--- config.mk ---
export PLATFORM = sky130hd
export DESIGN_NAME = stfl_key_form
export DESIGN_NICKNAME = d
export VERILOG_FILES = /design/src/rtl/stfl_pkg.sv /design/src/rtl/stfl_key_form.sv
export SDC_FILE = /design/constraint.sdc
export NUM_CORES = 1
export LEC_CHECK = 0
export BUFFER_PORTS_ARGS = -buffer_cell sky130_fd_sc_hd__buf_2
export CORE_MARGIN = 2
export CORE_UTILIZATION = 58
export CTS_CLUSTER_DIAMETER = 80
export DETAILED_ROUTE_END_ITERATION = 16
export PLACE_DENSITY_LB_ADDON = 0.1
export SETUP_SLACK_MARGIN = 0.1
export SYNTH_ARGS = -nofsm -noshare
export SYNTH_HDL_FRONTEND = slang
export SYNTH_SLANG_ARGS = --single-unit
export TNS_END_PERCENT = 5
--- constraint.sdc ---
create_clock -name clk -period 7 [get_ports clk]
set_input_delay 0.35 -clock clk [delete_from_list [all_inputs] [get_ports clk]]
set_output_delay 0.35 -clock clk [all_outputs]
set_load 0.01 [all_outputs]
--- src/rtl/stfl_pkg.sv ---
// shared types and constants for the sorted time table floor lookup
// no dependencies; used by stfl_key_form and sorted_time_table_floor_lookup_core
`default_nettype none

package stfl_pkg;

	// table defaults, handed to the top level parameters
	localparam int DEF_TABLE_DEPTH = 128;
	localparam int DEF_TAG_BITS    = 16;

	// fixed port widths
	localparam int OUT_TAG_BITS   = 16;
	localparam int OUT_COUNT_BITS = 8;

	// time key: exact accumulator and saturated result
	localparam int KEY_BITS  = 37;
	localparam int KACC_BITS = 42;

	// mixed radix of the time key
	localparam int YEAR_BASE    = 1900;
	localparam int DAY_RADIX    = 366;
	localparam int MONTH_RADIX  = 12;
	localparam int HOUR_RADIX   = 31;
	localparam int MINUTE_RADIX = 60;
	localparam int SECOND_RADIX = 60;

	// time fields of one transfer
	typedef struct packed {
		logic [11:0] year;
		logic [3:0]  month;
		logic [4:0]  day;
		logic [4:0]  hour;
		logic [5:0]  minute;
		logic [5:0]  second;
	} stfl_time_t;

	typedef enum logic [1:0] {
		OP_INSERT = 2'd0,
		OP_FIND   = 2'd1,
		OP_CLEAR  = 2'd2,
		OP_NOP    = 2'd3
	} stfl_op_t;

	typedef enum logic [1:0] {
		STS_OK        = 2'd0,
		STS_NOT_FOUND = 2'd1,
		STS_FULL      = 2'd2
	} stfl_status_t;

	typedef enum logic [2:0] {
		ST_IDLE,
		ST_KEY,
		ST_SCAN,
		ST_HEAD,
		ST_FIN
	} stfl_state_t;

endpackage

`default_nettype wire

--- src/rtl/stfl_key_form.sv ---
// time key former: folds the time fields into one saturated mixed-radix key
// one multiply-add per cycle, then a saturation step; uses stfl_pkg
`default_nettype none

module stfl_key_form (
	input  logic                             clk,
	input  logic                             arst_n,
	input  logic                             start,
	input  stfl_pkg::stfl_time_t             tm,
	output logic                             done,
	output logic [stfl_pkg::KEY_BITS-1:0]    key
);

	localparam int KB = stfl_pkg::KEY_BITS;
	localparam int AB = stfl_pkg::KACC_BITS;
	localparam logic [2:0] LAST_STEP = 3'd5;

	logic                 busy_q;
	logic [2:0]           step_q;
	logic                 done_q;
	stfl_pkg::stfl_time_t tm_q;
	logic signed [AB-1:0] acc_q;
	logic [KB-1:0]        key_q;

	logic signed [AB-1:0] src;
	logic signed [AB-1:0] nxt;
	logic [8:0]           mul;
	logic signed [6:0]    add;
	logic                 acc_neg;
	logic                 acc_over;
	logic [KB-1:0]        key_sat;

	// operand selection for the current radix step
	always_comb begin
		src = acc_q;
		unique case (step_q)
			3'd0: begin
				src = $signed({{(AB-12){1'b0}}, tm_q.year})
					- $signed(AB'(stfl_pkg::YEAR_BASE));
				mul = 9'(stfl_pkg::DAY_RADIX);
				add = $signed({3'b0, tm_q.month}) - 7'sd1;
			end
			3'd1: begin
				mul = 9'(stfl_pkg::MONTH_RADIX);
				add = $signed({2'b0, tm_q.day});
			end
			3'd2: begin
				mul = 9'(stfl_pkg::HOUR_RADIX);
				add = $signed({2'b0, tm_q.hour});
			end
			3'd3: begin
				mul = 9'(stfl_pkg::MINUTE_RADIX);
				add = $signed({1'b0, tm_q.minute});
			end
			default: begin
				mul = 9'(stfl_pkg::SECOND_RADIX);
				add = $signed({1'b0, tm_q.second});
			end
		endcase
		nxt = src * $signed({1'b0, mul}) + add;
	end

	// clamp into the key range
	always_comb begin
		acc_neg  = acc_q[AB-1];
		acc_over = |acc_q[AB-2:KB];
		if (acc_neg) begin
			key_sat = '0;
		end else if (acc_over) begin
			key_sat = '1;
		end else begin
			key_sat = acc_q[KB-1:0];
		end
	end

	// step sequencing
	always_ff @(posedge clk or negedge arst_n) begin
		if (!arst_n) begin
			busy_q <= 1'b0;
			step_q <= '0;
			done_q <= 1'b0;
		end else begin
			done_q <= 1'b0;
			if (start) begin
				busy_q <= 1'b1;
				step_q <= '0;
			end else if (busy_q) begin
				if (step_q == LAST_STEP) begin
					busy_q <= 1'b0;
					done_q <= 1'b1;
				end else begin
					step_q <= step_q + 3'd1;
				end
			end
		end
	end

	// accumulator and key
	always_ff @(posedge clk) begin
		if (start) begin
			tm_q <= tm;
		end
		if (busy_q && !start) begin
			if (step_q == LAST_STEP) begin
				key_q <= key_sat;
			end else begin
				acc_q <= nxt;
			end
		end
	end

	assign done = done_q;
	assign key  = key_q;

endmodule

`default_nettype wire

* Word level (Yosys, flattened, before mapping)
Index checks and enable logic that the tools add are counted.
** Storage, ports and cells
- Input bits :: 41
- Word-level logic and storage cells :: 43
- Register bits :: 122
** Operators by class
- Equality and inequality tests :: 5
- Multiplexer cells :: 13
- Add/subtract/negate cells :: 4
- Multiply operators :: 1
- Reduce and logical (&&, ||, !) cells :: 8
- Bitwise operators :: 1
** Operators with widths (number)
- $add A42 B7 Y42 :: 1
- $mul A42 B10 Y42 :: 1
- $mux W42 :: 1
- $mux W37 :: 1
- $pmux W7 S4 :: 1
- $pmux W9 S3 :: 1
- $sub A12 B11 Y13 const B :: 1
- $mux W3 :: 3
- $eq A3 B2 Y1 const B :: 2
- $mux W1 :: 6
- $reduce_and A2 Y1 :: 3
- $sub A4 B1 Y5 const B :: 1
- $reduce_or A4 Y1 :: 1
- $add A3 B1 Y3 const B :: 1
- $eq A3 B1 Y1 const B :: 1
- $eq A3 B3 Y1 const B :: 1
- $logic_not A3 Y1 :: 1
- $ne A2 B2 Y1 const B :: 1
- $reduce_bool A2 Y1 :: 1
- $logic_and A1 B1 Y1 :: 1
- $logic_not A1 Y1 :: 1
- $not A1 Y1 :: 1

* Logic depth before layout (Yosys ltp)
- Word-level depth :: 4
- Gate-level depth with buffers :: 29
- Gate-level depth less buffers :: 29

* Least setup slack after synthesis
Ideal clock, no wire load.
- Path kind :: register to register
- From :: register tm_q[28] (netlist bit)
- To :: register acc_q[38], data pin
- Arrival :: 6.639 ns
- Setup time :: 0.258 ns
- Cell stages (with the launch flop) :: 28
- Setup slack :: 0.103 ns
- Cell sequence :: edfxtp_1 > ha_1 > or2_1 > a31o_2 > a31oi_1 > nand2_1 > inv_1 > buf_4 > clkbuf_1 > a21oi_1 > o21ai_0 > fa_1 > fa_1 > fa_1 > fa_1 > inv_1 > fa_1 > inv_1 > ha_1 > nand2_1 > nor3_1 > and4_1 > or3b_1 > a31o_2 > a21o_1 > a21boi_0 > nor2_1 > xnor2_1
** On the way
- Word-level cells in the longest chain between the ends :: 4
** Ends and longest elaborated chain
- start: declaration :: line stfl_key_form.sv:21 : stfl_pkg::stfl_time_t tm_q;
- start signal: assignment :: line stfl_key_form.sv:101 : tm_q <= tm;
- $sub A12 B11 Y13 :: line stfl_key_form.sv:39 : - $signed(AB'(stfl_pkg::YEAR_BASE));
- $mux W42 :: line stfl_key_form.sv:36 : unique case (step_q)
- $mul A42 B10 Y42 :: line stfl_key_form.sv:60 : nxt = src * $signed({1'b0, mul}) + add;
- $add A42 B7 Y42 :: line stfl_key_form.sv:60
- net nxt[38] :: line stfl_key_form.sv:26 : logic signed [AB-1:0] nxt;
- end signal: assignment :: line stfl_key_form.sv:107 : acc_q <= nxt;
- end: declaration :: line stfl_key_form.sv:22 : logic signed [AB-1:0] acc_q;
The timed path passes the listed nets, and every way through them passes these cells.
A chain may end at the register's enable or synchronous reset.

* Worst setup path after layout
- From :: register tm_q[29] (netlist bit)
- To :: register acc_q[41], data pin
Same word-level chain as after synthesis.

==> results.json <==
{
  "status": "finished, final reports clean",
  "io_buffers": 78,
  "period_share_pct": 98.1,
  "seq_area_frac_synth_pct": 25.3,
  "critPathRequiredTime_ns": 7.17,
  "dieWidth_um": 161,
  "ys_seq_elements": 122,
  "end_kind": "flop",
  "tritoncts": "built",
  "yosysTopAreaCell": "fa_1",
  "worstSetupPathType": "reg2reg",
  "wire_per_inst_um": 18.8,
  "grt_pass1_wl_um": 57400,
  "synthTopCellsByCount": "inv_1 (297), fa_1 (253), nor2_1 (238)",
  "syn_nets": 1818,
  "grt_max_degree": 44,
  "grt.overflow.total": 0,
  "synth_warnings": 0,
  "routed_via_density": 5.50,
  "via_count": 10500,
  "antenna_found_initial": 0,
  "firstDrtPassIters": 8,
  "slowest_delay_ns": 0.55,
  "rsz0062_at_grt": "true",
  "period_minus_slack_ns": 6.87,
  "hold_viol": 0,
  "grt.total_usage_pct": 28.8,
  "num_io_pins": 79,
  "ant_nets": 0,
  "synth_top_area_share_pct": 35.2,
  "crit_fanout": 5,
  "coreArea_um2": 24300,
  "diodes": 0,
  "crit_slowest_cell": "fa_1",
  "synth_compound_area_share_pct": 8.48,
  "clock_skew_ns": 0.0167,
  "critical_path.top_delay_family": "adder cells",
  "max_slew.worst_pin.slew_ns": 1.08,
  "synth_cells": 1426,
  "post-synth-top-count-cell": "inv_1",
  "drive_above_1_share_pct": 16.5,
  "fin_nets": 1958,
  "cts_root_buffer": "clkbuf_16",
  "clkLatencyLatePin_ns": 0.43,
  "clock_sinks": 122,
  "hold_ws_ns": 0.0920,
  "yosys.area_share.simple_pct": 10.2,
  "grt_pass1_vias": 10700,
  "critPathBufInv": 6,
  "dieArea_um2": 26100,
  "clk_pin_slew_ns": 0.07,
  "synth_area_leaders": "fa_1 (35%), edfxtp_1 (24%), ha_1 (8.5%)",
  "synthesis.area_um2": 14400,
  "multiInputGateArea_um2": 9740,
  "dp_hpwl_um": 27800,
  "regArea_um2": 3640,
  "syn_area_per_cell_um2": 10.1,
  "final_max_slew_viol_count": 0,
  "final.fill_count": 1920,
  "cp_data_arrival_time_ns": 7.03,
  "drv_cap": 0,
  "drc_errors": 0,
  "synth-edff-count": 117,
  "die_h_um": 161,
  "start_util_pct": 59.2,
  "slew_headroom_pct": 28.2,
  "synth_mux_area_share_pct": 0,
  "critPathLaunchType": "flop",
  "async_flop_share_pct": 4.10,
  "synthAdderAreaFrac_pct": 43.7,
  "hold_path_class": "in2reg",
  "h-tree-depth": 4,
  "placementRows": 57,
  "final-setup-viol-count": 0,
  "drt_iter0_markers": 871,
  "gp_congestion": 0.960,
  "synth_xor_xnor_area_share_pct": 3.35,
  "crit_top_cell": "fa_1",
  "wl_um": 35700,
  "max_clock_freq_mhz": 146,
  "ys_types": 59,
  "cts_buffers": 17,
  "synth_top_family_by_area": "adder cells",
  "synth_top_flop_cell": "edfxtp_1",
  "area_growth_pct": 15.1,
  "clock_path_buffers": 2
}
==> cell usage in the layout, fill, tap and decap left out, types with 4 or more instances in the layout <==
| cell | instances |
|---|---|
| buf_2 | 78 |
| nor2_1 | 231 |
| a21oi_1 | 75 |
| edfxtp_1 | 117 |
| inv_1 | 288 |
| a21oi_2 | 10 |
| xor2_1 | 19 |
| buf_4 | 73 |
| nor3_1 | 4 |
| o21ai_2 | 4 |
| fa_2 | 8 |
| inv_2 | 6 |
| o21ai_0 | 30 |
| xnor2_1 | 36 |
| nand2b_1 | 8 |
| o21ai_1 | 12 |
| ha_4 | 6 |
| nand3_1 | 6 |
| clkinv_4 | 5 |
| a31oi_1 | 10 |
| ha_1 | 90 |
| clkbuf_16 | 18 |
| o21a_1 | 8 |
| buf_12 | 4 |
| o21bai_1 | 4 |
| nor2_2 | 5 |
| nand2_1 | 67 |
| dfrtp_1 | 5 |
| a21o_1 | 13 |
| fa_1 | 245 |
| buf_6 | 5 |
==> cell families (layout without fill, tap and decap cells) <==
group                    after synthesis  in the layout
AND/OR/NAND/NOR                      357            357
XOR/XNOR                              55             55
flip-flops                           122            122
adder cells (fa/ha/maj)              351            351
AO/OA/AOI/OAI                        203            203
buffers and inverters                338            491
==> final timing paths <==
kind	start	end	slack [ns]	depth (start not counted)
hold reg to reg	busy_q	busy_q	0.57	2
min in group asynchronous	arst_n	busy_q	0.26	2
hold / removal	tm[12]	tm_q[12]	0.09	1
max in group asynchronous	arst_n	step_q[2]	6.60	2
setup / recovery	tm_q[29]	acc_q[41]	0.13	27
setup reg to reg	tm_q[29]	acc_q[41]	0.13	27
==> sequential cells by signal (all words and copies together) (netlist names) <==
signal and flops:
acc_q 42, tm_q 38, key 37, step_q 3, busy_q 1, done 1
==> per-stage QoR <==
| step | instances | setup WS (ns) | area (um^2) | util (%) | setup TNS, ns |
|---|---|---|---|---|---|
| after floorplan | 1426 | 0.103 | 14400 | - | 0 |
| after global placement | 1859 | -0.0636 | 15600 | 64.2 | -0.0636 |
| after detailed placement | 1859 | -0.129 | 15600 | 64.2 | -0.237 |
| after CTS | 1895 | 0.0899 | 16200 | 66.6 | 0 |
| after global routing | 1903 | -0.0816 | 16600 | 68.1 | -0.229 |
| final | 1903 | 0.134 | 16600 | 68.1 | 0 |
==> routing by layer <==
layer	wire length (um)	global-route usage, %
met3	2870	5.37
met2	16100	43.6
met1	16000	43.3
met4	800	7.22
met5	0	0
==> final cells by class <==
| cell class | count | area share, % |
|---|---|---|
| repair buffers | 162 | 6.70 |
| clock inverters | 14 | 0.703 |
| multi-input cells | 966 | 58.8 |
| well taps | 324 | 2.45 |
| flip-flops and latches | 122 | 22.0 |
| inverters | 297 | 6.78 |
| clock buffers | 18 | 2.59 |
==> repair_timing <==
action                     in CTS  in global routing
gates cloned                    0                  1
hold endpoints to repair        5                  0
buffers inserted                3                  7
hold buffers                    1                  0
gates resized for setup         9                 76
pin swaps                       4                 34
setup endpoints to repair      12                 19
Power is left out: the tool's default activity adds up to more than one toggle a clock period on the data nets, which glitch-free logic cannot reach.
